[src/hdl/ita_pkg.sv]
// ----------------------------------------------------------------------------
// ita_pkg
// Types and constants shared by the integer to ASCII formatter.
// ----------------------------------------------------------------------------
package ita_pkg;

    localparam int VALUE_W = 48;
    localparam int WORD_W  = 32;
    localparam int NIB_W   = 4;

    localparam logic [7:0] ASCII_ZERO       = 8'd48;
    localparam logic [7:0] ASCII_X          = 8'd120;
    localparam logic [7:0] ASCII_PERCENT    = 8'd37;
    localparam logic [7:0] LOWER_HEX_OFFSET = 8'd87;
    localparam logic [7:0] UPPER_HEX_OFFSET = 8'd55;
    localparam logic [3:0] DEC_BASE         = 4'd10;

    // Reciprocal of ten scaled by 2^35; exact quotient for any 32-bit value.
    localparam logic [31:0] DEC_RECIP = 32'hCCCC_CCCD;
    localparam int          DEC_SHIFT = 35;

    localparam int QUEUE_DEPTH = 2;

    typedef enum logic [2:0] {
        A_SDEC    = 3'd0,
        A_UDEC    = 3'd1,
        A_HEX_LO  = 3'd2,
        A_HEX_UP  = 3'd3,
        A_POINTER = 3'd4,
        A_CHAR    = 3'd5,
        A_PERCENT = 3'd6
    } t_action;

    typedef struct packed {
        logic               empty;
        logic               neg;
        logic               has_digits;
        logic               decimal;
        logic               upper;
        logic               pre_ptr;
        logic [1:0]         pre_len;
        logic [7:0]         lit;
        logic [VALUE_W-1:0] value;
    } t_cmd;

endpackage

[src/hdl/ita_queue.sv]
// ----------------------------------------------------------------------------
// ita_queue
// Short command queue between the classifier and the character generator.
// ----------------------------------------------------------------------------
module ita_queue (
    input  logic           i_clk,
    input  logic           i_rst_n,
    input  logic           i_push_valid,
    output logic           o_push_ready,
    input  ita_pkg::t_cmd  i_push_cmd,
    output logic           o_pop_valid,
    input  logic           i_pop_ready,
    output ita_pkg::t_cmd  o_pop_cmd
);

    localparam int PW = $clog2(ita_pkg::QUEUE_DEPTH);
    localparam int CW = $clog2(ita_pkg::QUEUE_DEPTH + 1);

    ita_pkg::t_cmd r_mem [ita_pkg::QUEUE_DEPTH];
    logic [PW-1:0] r_wr_ptr;
    logic [PW-1:0] r_rd_ptr;
    logic [CW-1:0] r_count;
    logic          push;
    logic          pop;

    assign o_push_ready = (r_count != CW'(ita_pkg::QUEUE_DEPTH));
    assign o_pop_valid  = (r_count != '0);
    assign o_pop_cmd    = r_mem[r_rd_ptr];
    assign push         = i_push_valid && o_push_ready;
    assign pop          = o_pop_valid && i_pop_ready;

    always_ff @(posedge i_clk) begin
        if (!i_rst_n) begin
            r_wr_ptr <= '0;
            r_rd_ptr <= '0;
            r_count  <= '0;
        end else begin
            if (push) begin
                r_mem[r_wr_ptr] <= i_push_cmd;
                r_wr_ptr        <= r_wr_ptr + 1'b1;
            end
            if (pop) begin
                r_rd_ptr <= r_rd_ptr + 1'b1;
            end
            if (push && !pop) begin
                r_count <= r_count + 1'b1;
            end else if (pop && !push) begin
                r_count <= r_count - 1'b1;
            end
        end
    end

    assert property (@(posedge i_clk) disable iff (!i_rst_n)
        r_count <= CW'(ita_pkg::QUEUE_DEPTH))
        else $error("Command queue count exceeds its depth.");

    assert property (@(posedge i_clk) disable iff (!i_rst_n)
        (push && !pop) |=> (r_count == $past(r_count) + 1'b1))
        else $error("Command queue lost a pushed command.");

    assert property (@(posedge i_clk) disable iff (!i_rst_n)
        (r_count == '0) |-> (r_wr_ptr == r_rd_ptr))
        else $error("Command queue pointers disagree while empty.");

endmodule

[config.mk]
export PLATFORM = sky130hd
export DESIGN_NAME = ita_queue
export DESIGN_NICKNAME = d
export VERILOG_FILES = /design/src/hdl/ita_pkg.sv /design/src/hdl/ita_queue.sv
export SDC_FILE = /design/constraint.sdc
export NUM_CORES = 1
export LEC_CHECK = 0
export BUFFER_PORTS_ARGS = -buffer_cell sky130_fd_sc_hd__buf_2
export CAP_MARGIN = 40
export CORE_ASPECT_RATIO = 0.9
export CORE_MARGIN = 1.5
export CORE_UTILIZATION = 58
export CTS_BUF_LIST = sky130_fd_sc_hd__clkbuf_4 sky130_fd_sc_hd__clkbuf_8
export CTS_CLUSTER_DIAMETER = 60
export DETAILED_ROUTE_END_ITERATION = 8
export GPL_TIMING_DRIVEN = 0
export PLACE_DENSITY = 0.87
export SLEW_MARGIN = 20
export SYNTH_ARGS = -nofsm -noshare
export SYNTH_HDL_FRONTEND = slang
export SYNTH_SLANG_ARGS = --single-unit
[constraint.sdc]
create_clock -name i_clk -period 11.3 [get_ports i_clk]
set_input_delay 3.39 -clock i_clk [delete_from_list [all_inputs] [get_ports i_clk]]
set_output_delay 3.39 -clock i_clk [all_outputs]
set_load 0.05 [all_outputs]
==> impl_metrics.toml <==
[critical_path]
critPathLaunchType = "register"
cpPeakStageDelay_ps = 360
crit_path_top_delay_cell = "mux2_2"
r2r_cells = 6
timing.critical_path.mode_cell = "buf_2"
crit_path_cell_trace = "buf_2 > buf_4 > mux2_2 > buf_2"
worstPathRequired_ps = 7910
cp-end-kind = "output port"
critPathArrivalTime_ps = 1770
critPathKind = "reg -> out"
crit_fanout = 10

[floorplanning]
start_util_pct = 60.16
fp.dieW_um = 99.43
die_area_sq_um = 8926
fp.coreArea_sq_um = 8068
rows = 31
fp.dieH_um = 89.78
io_pins = 134

[clock_network]
numClockSinks = 133
numCtsBuffers = 17
cts_root_buffer = "clkbuf_8"
cts_hold_buf = 0
clk_latency_ps = 410
clkTransAtPathRegs_ps = 70
htreeDepth = 4
cts_buffer_depth = 2
cts_tree = "yes"
post_cts_buffers = 0
post_cts_resized = 0

[layout]
n_antenna_cell = 0
nFillCells = 490
nNetsFinal = 451
final_core_util_pct = 77.22
drive_gt1_share_pct = 61.17
area_growth_pct = 28.36
regArea_sq_um = 3944
multi_input_area_sq_um = 864.6

[placement]
dp_slack_ps = 6497
hpwl_um = 5560
portBuffers = 133
place.gp.congestion = 0.7130

[global_routing]
grt_pass1_wl_um = 12510
grt_pass1_vias = 2700
grt_max_degree = 41
grt_util_all_layers_pct = 18.92
antenna_found_initial = 0
grt.overflow.total = 0

[power_and_ir_drop]
total_leakage_power_nw = 2.343
power.internal_w = 0.001026
swShare_pct = 33.85
power_frac_clock_pct = 29.5
power_frac_comb_pct = 31.9
vdd_drop_max_mv = 0.1623
switching_power_w = 0.0005248
pwr-share-seq_pct = 38.6
p_per_area_nw_per_um2 = 248.9

[sta]
fin_skew_ps = 8.247
fin_crit_sh_pct = 45.64
slew_viol_final = 0
tns_ps = 0
fin_hold_ws_ps = 548.4
worst_pin_slew_ps = 499.8
finalSetupViolCount = 0
fin_ws_ps = 6142
grt_setup_unrepaired = "no"
maxSlewHeadroom_pct = 66.60
hold_viol_final = 0
fmax_mhz = 193.9
fin_crit_ps = 5158

[drt]
dr.first_iter.drc_count = 76
final_antenna_net_count = 0
via_count = 2565
wire_per_inst_um = 16.49
routed_wl_um = 8128
drc = 0
routed_via_density = 5.203
first_pass_iters = 4

[logic_synthesis]
synth-compound-area-share_pct = 0.6187
yosysTopAreaCell = "edfxtp_1"
synth.distinct_cells = 19
synth.area.top_cells = "edfxtp_1 79%, mux2_2 15%, dfxtp_1 2.1%"
yosys_most_used_dff = "edfxtp_1"
muxShareOfSynthArea_pct = 14.85
syn_inst = 226
synth_common_cells = "128 x edfxtp_1, 64 x mux2_2, 6 x buf_4"
synth-seq-cells = 133
avgSynthCellArea_sq_um = 21.48
yosysWarnings = 0
synth_xor_area_share_pct = 0.5414
synth_fp_nets = 295
syn_area_sq_um = 4853
synth_most_common_cell = "edfxtp_1"
synth-edff-count = 128
synth_top_family_by_area = "multiplexers"
ys_seq_area_share_pct = 81.26
synthSimpleGateAreaFrac_pct = 1.289
synth_fa_ha_area_share_pct = 0.2578
async_reset_ff_share_pct = 0
synth.top_cell.area_share_pct = 79.20

[job]
cap_viol_max_count = 0

[worst_hold_path]
whs_path_depth = 2
hold_class = "reg -> reg"

[status]
status = "finished clean"
[critical path, delay by kind of cell, from the launching register on]
family,cells,cell delay [ps]
buffers and inverters,3,700
muxes,1,360
DFF,1,300
[power groups by stage]
stage | clock network [W] | logic, W | registers, W
2_1_floorplan | 0 | 0.000387 | 0.000609
3_3_place_gp | 0 | 0.000479 | 0.000612
3_5_place_dp | 0 | 0.000497 | 0.000610
4_1_cts | 0.000466 | 0.000499 | 0.000599
5_1_grt | 0.000485 | 0.000518 | 0.000602
6_report | 0.000457 | 0.000494 | 0.000599
[worst paths after layout]
kind | from | end | slack, ps
worst min-delay path | r_count[1]$_SDFFE_PN0P_ | r_count[1]$_SDFFE_PN0P_ | 550
worst min register to register | r_count[1]$_SDFFE_PN0P_ | r_count[1]$_SDFFE_PN0P_ | 550
worst max-delay path | register | o_pop_cmd[52] | 6140
worst max register to register | r_count[0]$_SDFFE_PN0P_ | r_mem[0][25]$_DFFE_PP_ | 9480
[per-stage QoR]
step	std cells	area, sq um	total power (W)
after global placement	458	5643	0.001090
after global routing	493	6230	0.001606
after detailed placement	462	5758	0.001107
after CTS	493	6230	0.001564
after floorplan	226	4853	0.0009957
final	493	6230	0.001550
[sequential cells by signal, indices dropped and copies added (netlist names), named ones only]
signal and count:
r_mem 128, r_rd_ptr 1, r_count 2, r_wr_ptr 1
[metal layers]
layer | global-route usage [%] | up-vias | part of all wire, %
li1 | - | 1202 | -
met1 | 21.49 | 1247 | 39
met2 | 32.93 | 109 | 52
met3 | 7.543 | 7 | 7.7
met4 | 5.634 | 0 | 0.80
met5 | 0 | - | 0
[placed cells by master, fill, tap and decap left out, types with 2 or more instances in the layout]
master,instances
dfxtp_1,5
mux2_2,64
clkinv_4,2
o21ai_0,2
or3_1,2
and2_1,3
clkbuf_8,17
buf_16,3
a21boi_1,2
xnor2_1,2
inv_1,2
buf_2,134
buf_4,6
edfxtp_1,128
bufinv_16,6
clkinvlp_4,2
[final cells by class]
| class | count | area share, % |
|---|---|---|
| flip-flops and latches | 133 | 63.31 |
| plain buffers | 7 | 0.8034 |
| well taps | 99 | 1.988 |
| multi-input cells | 84 | 13.88 |
| clock buffers | 18 | 3.876 |
| inverters | 2 | 0.1205 |
| repair buffers | 137 | 12.33 |
| clock inverters | 13 | 3.696 |
[cell families after synthesis]
| logic type | count (synthesis) |
|---|---|
| flops | 133 |
| fa+ha+maj | 1 |
| simple gates | 11 |
| buf+inv | 9 |
| mux | 64 |
| xor+xnor | 3 |
| compound gates | 5 |
Note: power is estimated with default switching activity, not from simulation.
