## config.mk

```make
export PLATFORM = sky130hd
export DESIGN_NAME = ita_front_flat
export DESIGN_NICKNAME = d
export VERILOG_FILES = /design/src/hdl/ita_pkg.sv /design/src/hdl/ita_if.sv /design/src/hdl/ita_front.sv /design/src/flat_wrapper.sv
export SDC_FILE = /design/constraint.sdc
export NUM_CORES = 1
export LEC_CHECK = 0
export BUFFER_PORTS_ARGS = -buffer_cell sky130_fd_sc_hd__buf_4
export CAP_MARGIN = 20
export CELL_PAD_IN_SITES_DETAIL_PLACEMENT = 1
export CELL_PAD_IN_SITES_GLOBAL_PLACEMENT = 1
export CORE_ASPECT_RATIO = 0.75
export CORE_MARGIN = 10
export CORE_UTILIZATION = 32
export DETAILED_ROUTE_END_ITERATION = 8
export GPL_ROUTABILITY_DRIVEN = 0
export PLACE_DENSITY_LB_ADDON = 0.12
export RECOVER_POWER = 25
export SYNTH_ARGS = -nofsm -noshare
export SYNTH_HDL_FRONTEND = slang
export SYNTH_SLANG_ARGS = --single-unit
```

## constraint.sdc

```tcl
create_clock -name vclk -period 9.35
set_clock_uncertainty 0.05 [all_clocks]
set_input_delay 0.935 -clock vclk [all_inputs]
set_output_delay 0.935 -clock vclk [all_outputs]
set_load 0.03 [all_outputs]
```

## src/hdl/ita_pkg.sv

```systemverilog
// ----------------------------------------------------------------------------
// ita_pkg
// Types and constants shared by the integer to ASCII formatter.
// ----------------------------------------------------------------------------
package ita_pkg;

    localparam int VALUE_W = 48;
    localparam int WORD_W  = 32;
    localparam int NIB_W   = 4;

    localparam logic [7:0] ASCII_ZERO       = 8'd48;
    localparam logic [7:0] ASCII_X          = 8'd120;
    localparam logic [7:0] ASCII_PERCENT    = 8'd37;
    localparam logic [7:0] LOWER_HEX_OFFSET = 8'd87;
    localparam logic [7:0] UPPER_HEX_OFFSET = 8'd55;
    localparam logic [3:0] DEC_BASE         = 4'd10;

    // Reciprocal of ten scaled by 2^35; exact quotient for any 32-bit value.
    localparam logic [31:0] DEC_RECIP = 32'hCCCC_CCCD;
    localparam int          DEC_SHIFT = 35;

    localparam int QUEUE_DEPTH = 2;

    typedef enum logic [2:0] {
        A_SDEC    = 3'd0,
        A_UDEC    = 3'd1,
        A_HEX_LO  = 3'd2,
        A_HEX_UP  = 3'd3,
        A_POINTER = 3'd4,
        A_CHAR    = 3'd5,
        A_PERCENT = 3'd6
    } t_action;

    typedef struct packed {
        logic               empty;
        logic               neg;
        logic               has_digits;
        logic               decimal;
        logic               upper;
        logic               pre_ptr;
        logic [1:0]         pre_len;
        logic [7:0]         lit;
        logic [VALUE_W-1:0] value;
    } t_cmd;

endpackage

```

## src/hdl/ita_if.sv

```systemverilog
// ----------------------------------------------------------------------------
// ita_req_if / ita_chr_if
// Valid/ready channels for conversion requests and output characters.
// ----------------------------------------------------------------------------
interface ita_req_if;
    logic        valid;
    logic        ready;
    logic [2:0]  action;
    logic [47:0] value;
    logic        precision_zero;

    modport source (output valid, output action, output value, output precision_zero,
                    input ready);
    modport sink   (input valid, input action, input value, input precision_zero,
                    output ready);
endinterface


```

## src/hdl/ita_front.sv

```systemverilog
// ----------------------------------------------------------------------------
// ita_front
// Accepts requests and classifies them into prefix and digit work.
// ----------------------------------------------------------------------------
module ita_front #(
    parameter int POINTER_DIGITS = 12
) (
    ita_req_if.sink        i_req,
    input  logic           i_q_ready,
    output logic           o_q_valid,
    output ita_pkg::t_cmd  o_q_cmd
);

    localparam int PTR_BITS = (ita_pkg::NIB_W * POINTER_DIGITS < ita_pkg::VALUE_W)
                              ? ita_pkg::NIB_W * POINTER_DIGITS : ita_pkg::VALUE_W;
    localparam logic [ita_pkg::VALUE_W-1:0] PTR_MASK =
        {ita_pkg::VALUE_W{1'b1}} >> (ita_pkg::VALUE_W - PTR_BITS);

    logic [ita_pkg::WORD_W-1:0]  word;
    logic [ita_pkg::WORD_W-1:0]  mag;
    logic                        word_neg;
    logic [ita_pkg::VALUE_W-1:0] ptr_val;
    ita_pkg::t_cmd               cmd;

    assign word     = i_req.value[ita_pkg::WORD_W-1:0];
    assign word_neg = (i_req.action == ita_pkg::A_SDEC) && word[ita_pkg::WORD_W-1];
    assign mag      = word_neg ? (~word + 1'b1) : word;
    assign ptr_val  = i_req.value & PTR_MASK;

    always_comb begin
        cmd = '0;
        unique case (i_req.action) inside
            ita_pkg::A_SDEC, ita_pkg::A_UDEC, ita_pkg::A_HEX_LO, ita_pkg::A_HEX_UP: begin
                if (mag == '0) begin
                    if (i_req.precision_zero) begin
                        cmd.empty = 1'b1;
                    end else begin
                        cmd.pre_len = 2'd1;
                        cmd.lit     = ita_pkg::ASCII_ZERO;
                    end
                end else begin
                    cmd.has_digits = 1'b1;
                    cmd.neg        = word_neg;
                    cmd.decimal    = (i_req.action == ita_pkg::A_SDEC) ||
                                     (i_req.action == ita_pkg::A_UDEC);
                    cmd.upper      = (i_req.action == ita_pkg::A_HEX_UP);
                    cmd.value      = {{(ita_pkg::VALUE_W - ita_pkg::WORD_W){1'b0}}, mag};
                end
            end
            ita_pkg::A_POINTER: begin
                cmd.pre_ptr = 1'b1;
                if (i_req.value == '0) begin
                    cmd.pre_len = i_req.precision_zero ? 2'd2 : 2'd3;
                end else if (ptr_val == '0) begin
                    cmd.pre_len = 2'd3;
                end else begin
                    cmd.pre_len    = 2'd2;
                    cmd.has_digits = 1'b1;
                    cmd.value      = ptr_val;
                end
            end
            ita_pkg::A_CHAR: begin
                cmd.pre_len = 2'd1;
                cmd.lit     = i_req.value[7:0];
            end
            ita_pkg::A_PERCENT: begin
                cmd.pre_len = 2'd1;
                cmd.lit     = ita_pkg::ASCII_PERCENT;
            end
            default: begin
                cmd.empty = 1'b1;
            end
        endcase
    end

    assign i_req.ready = i_q_ready;
    assign o_q_valid   = i_req.valid;
    assign o_q_cmd     = cmd;

endmodule

```

## src/flat_wrapper.sv

```systemverilog
// flat-port wrapper written by rule: the top's interface ports become plain ports
module ita_front_flat 
#(
    parameter int POINTER_DIGITS = 12
)
  (i_q_ready, o_q_valid, o_q_cmd, i_req_valid, i_req_action, i_req_value, i_req_precision_zero, i_req_ready);
  ita_req_if i_req_i ();
  input  logic i_q_ready;
  output logic o_q_valid;
  output ita_pkg::t_cmd o_q_cmd;
  input wire logic [$bits(i_req_i.valid)-1:0] i_req_valid;
  input wire logic [$bits(i_req_i.action)-1:0] i_req_action;
  input wire logic [$bits(i_req_i.value)-1:0] i_req_value;
  input wire logic [$bits(i_req_i.precision_zero)-1:0] i_req_precision_zero;
  output wire logic [$bits(i_req_i.ready)-1:0] i_req_ready;
  assign i_req_i.valid = i_req_valid;
  assign i_req_i.action = i_req_action;
  assign i_req_i.value = i_req_value;
  assign i_req_i.precision_zero = i_req_precision_zero;
  assign i_req_ready = i_req_i.ready;
  ita_front #(.POINTER_DIGITS(POINTER_DIGITS)) u_core (.i_req(i_req_i), .i_q_ready(i_q_ready), .o_q_valid(o_q_valid), .o_q_cmd(o_q_cmd));
endmodule
```

==> metrics, run 1 <==
outcome=complete, no violations; Clock buffer cells=0; CP peak stage delay=~1.1 ns; post-route ant nets=0; slowest CP cell=clkinv_1; synth cell count leaders=nand2_1, nor2_1, clkbuf_1, o21ai_0, and3_1; Hold WC Path Type=input port to primary output; period utilization=70.3%; Hold Path Depth=0; total number of sequential cells=0; vias per cell=5.94; Fillers=877; Initial Util=about a third; sequential cell area=0 µm²; Setup CP Type=input port to primary output; GRT Total Usage=between 10% and 20%; Post-Synth Simple-Gate Area=between 50 and 60%; Buf/Inv on CP=4; global routing's busiest layer=met2; Fmax=between 0.15 and 0.2 GHz; crit path time final=6.58 ns; Area after DPL=2860 µm²; DR WL/cell=19.9 µm; die width=around 110 µm; Die H=89.1 µm; Worst setup EP type=primary output; adder-cell area share of the yosys netlist=0.613%; layout cell share with drive strength beyond 1=27.4%; Final TNS setup=0 ns; Detail Placement HPWL=about 8200 µm; sequential fraction of the synthesis area=0%; Critical Path Source Type=input port; top cell family by delay on the critical path=buffers and inverters; largest family of logic cells by synthesized area=simple AND/OR/NAND/NOR gates; Syn Nets=406; synthesized area=around 2000 µm²; Final Util=44.9%; Max IR drop VDD=0.0203 mV; I/O Pins=120; Layout area overhead=37.7%; power per cell area=49.7 nW/µm²; cell area after layout=2810 µm²; Core ar.=6260 µm²; final hold violations=0; Vias=around 3000; Synth area leader=nand2_1; Distinct cells, synth=56; complex-gate fraction of the synthesized area=28.1%; Req. time, crit path=8.37 ns; Pre-antenna DRT Iters=4; hold_sp=i_req_valid; RSZ-0062 raised after global routing=no; crit-path max FO=29; vias in the first global route=3063; # diodes=0; Slew @ Worst Pin=1.27 ns; global routing usage on met3=3.69%; LEAKAGE=about 1.1 nW; post-CTS setup buffers=0; Synth Area per Inst=slightly below 6 µm²; Arr. time, crit path=5.59 ns; top post-synthesis cells by area=nand2_1, and3_1, o21ai_0, nor2_1, nand3_1; first-pass GRT wire length=16700 µm; Final nets=488; mux share of post-synthesis cell area=under 10%; largest net degree at the start of global routing=32; Slew HR=approximately 15%; hold buffers post-CTS=0; DRC viols=0; Setup WS pre-CTS=3.75 ns; Routed WL=10200 µm; post-route worst setup slack=2.77 ns; Syn Inst Count=351; initial antenna violation count=0; met1 usage=about 28%; Post-Synth XOR/XNOR Area=4.29%; top-count cell post-synth=nand2_1; worst path cell trace=clkbuf_1 -> clkinv_1 -> nor2_1 -> and2_1 -> inv_1 -> a31oi_1 -> buf_4; Max-cap violations=0; initial detailed-routing violation count=268; top cell type's share of synthesized area=between 7 and 8%; num rows=25; port bufs=116; Setup Viol. Count Final=0; end of the worst hold path=o_q_valid; met2 Usage GRT=30.9%; Hold Worst Slack=1.82 ns; max-slew violations=0; Synthesis Warnings=0; post-CTS sizing=0; die area=10000 µm²; total grt overflow=0
-- power breakdown --
group,internal [W],switching (W),total (W)
sequential,0,0,0
combinational,0.0000508,0.0000887,0.000139
clock,0,0,0
total,0.0000508,0.0000887,0.000139
-- metrics by stage --
stage	total power (W)	std cells
after floorplan	0.0000841	351
after global placement	0.000140	512
after detailed placement	0.000142	512
after CTS	0.000142	512
after global routing	0.000152	512
final	0.000139	512
-- cell usage in the layout (no fill, tap or decap), types with 3 or more instances in the layout --
| master | count |
|---|---|
| nand3_1 | 22 |
| or2_2 | 3 |
| o31ai_1 | 8 |
| and3_1 | 23 |
| o211ai_1 | 13 |
| a21oi_1 | 15 |
| clkbuf_1 | 13 |
| xor2_1 | 6 |
| o21ai_1 | 3 |
| a31oi_1 | 8 |
| buf_4 | 104 |
| nor3_1 | 17 |
| nor2_1 | 33 |
| and2_1 | 3 |
| nor4_1 | 13 |
| or4_1 | 7 |
| o21ai_0 | 28 |
| or3_1 | 3 |
| xnor2_1 | 4 |
| nand2_1 | 41 |
| nand4_1 | 10 |
| inv_1 | 7 |
| mux2i_1 | 6 |
| nand4b_1 | 4 |
-- worst max-delay path by stage --
stage                                from     endpoint  slack [ns]  cells past startpoint
after detailed placement  i_req_action[2]  o_q_cmd[12]        3.75                      7
after global placement    i_req_action[2]  o_q_cmd[12]        3.89                      7
after global routing      i_req_action[2]  o_q_cmd[12]        2.18                      7
final                     i_req_action[2]  o_q_cmd[12]        2.77                      7
after floorplan            i_req_value[1]  o_q_cmd[63]        4.67                     11
after CTS                 i_req_action[2]  o_q_cmd[12]        3.74                      7
-- per-layer routing --
metal	share of wire (%)	wire length [µm]
met5	0	0
met4	0.049	5
met3	8.6	871
met2	42	4320
met1	49	4970
-- cell families (layout without fill, tap and decap cells) --
group,count (synthesis),in the layout
AND/OR/NAND/NOR,200,200
adder cells (fa/ha/maj),1,1
multiplexers,6,6
XOR/XNOR,10,10
buffers and inverters,45,125
AO/OA/AOI/OAI,89,89
-- area by class of cell --
cell class	count	area, µm²	share of cell area [%]
well taps	81	101	3.61
repair buffers	117	830	29.5
inverters	8	30.0	1.07
multi-input cells	306	1850	65.8
(Power assumes the default switching activity.)
==> inputs of run 2 (changes only) <==
Settings changed: CORE_UTILIZATION 32 to 27.
Clock period 9.35 ns to 5.9 ns, I/O delays scaled along.
==> metrics, run 2 (synthesis results as in run 1) <==
outcome=complete, no violations; Worst setup EP type=primary output; Final Util=38.9%; Clk network pwr share=0%; DR WL/cell=20.4 µm; period utilization=82.6%; Vias=3055; largest net degree at the start of global routing=32; Clock buffer cells=0; final hold violations=0; post-route ant nets=0; I/O Pins=120; hold buffers post-CTS=0; port bufs=116; first-pass GRT wire length=16800 µm; num rows=27; Setup CP Type=input port to primary output; Gate power share=100.0%; Die H=95.3 µm; total grt overflow=0; Arr. time, crit path=approximately 4.2 ns; Layout area overhead=39.9%; share of power burned in registers=0%; sequential cell area=0 µm²; most common cell after layout, fill and taps aside=buf_4; slowest CP cell=and2_1; initial detailed-routing violation count=205; Req. time, crit path=5.26 ns; Routed WL=10900 µm; Final TNS setup=0 ns; Max IR drop VDD=0.0312 mV; Slew HR=roughly 5.2%; Pint=0.0000813 W; Fmax=0.205 GHz; Sw Ratio=63.8%; post-CTS setup buffers=0; CP peak stage delay=around 0.69 ns; max-slew violations=0; crit-path max FO=25; initial antenna violation count=0; Slew @ Worst Pin=~1.4 ns; worst path cell trace=buf_4 -> inv_1 -> ha_1 -> nor4b_2 -> nand4_1 -> nor2_1 -> nand4_1 -> and2_1 -> inv_1 -> o22ai_1 -> buf_4; layout cell share with drive strength beyond 1=27.9%; Pre-antenna DRT Iters=4; Max-cap violations=0; Initial Util=27.8%; Detail Placement HPWL=8650 µm; Buf/Inv on CP=4; vias in the first global route=2943; Hold WC Path Type=input port to primary output; die area=11500 µm²; # diodes=0; most frequent cells in the layout=buf_4, nand2_1, nor2_1; LEAKAGE=1.14 nW; vias per cell=5.72; Setup Viol. Count Final=0; RSZ-0062 raised after global routing=no; post-CTS sizing=0; die width=120 µm; top cell family by delay on the critical path=simple AND/OR/NAND/NOR gates; GRT Total Usage=17.3%; total number of sequential cells=0; power per cell area=78.7 nW/µm²; P_sw=0.000143 W; Core ar.=between 7000 and 8000 µm²; Final nets=490; crit path time final=4.88 ns; Critical Path Source Type=input port; Fillers=1020; DRC viols=0
[run 2: cell count changes in the layout (fill, tap and decap cells not counted), sizes merged]
cell | before | now
buf | 104 | 106
[run 2: final timing paths]
path                  startpoint          end  cells past startpoint
setup / recovery  i_req_value[1]  o_q_cmd[29]                     11
hold / removal         i_q_ready  i_req_ready                      0
[run 2: layer usage]
layer  global-route usage [%]  share of wire [%]
met1                     25.7                 51
met2                     26.3                 40
met3                     3.36                9.0
met4                    0.401                  0
met5                        0                  0
[run 2: final cells by class]
cell class	instances	area, µm²	share of cell area, %
Multi-Input combinational cell	306	1850	64.9
Timing Repair Buffer	119	845	29.6
Tap cell	101	126	4.43
Inverter	8	30.0	1.05
[run 2: power by group through the flow]
stage | registers [W] | logic (W) | clock network (W)
after floorplan | 0 | 0.000133 | 0
after global placement | 0 | 0.000225 | 0
after detailed placement | 0 | 0.000228 | 0
after CTS | 0 | 0.000229 | 0
after global routing | 0 | 0.000243 | 0
final | 0 | 0.000225 | 0
[run 2: stage by stage]
stage	setup slack [ns]	power, W	area, µm²	instances	hold WS (ns)
2_1_floorplan	1.91	0.000133	2040	351	1.23
3_3_place_gp	1.37	0.000225	2900	534	1.13
3_5_place_dp	1.12	0.000228	2900	534	1.13
4_1_cts	1.09	0.000229	2900	534	1.13
5_1_grt	0.656	0.000243	2850	534	1.13
6_report	1.02	0.000225	2850	534	1.13
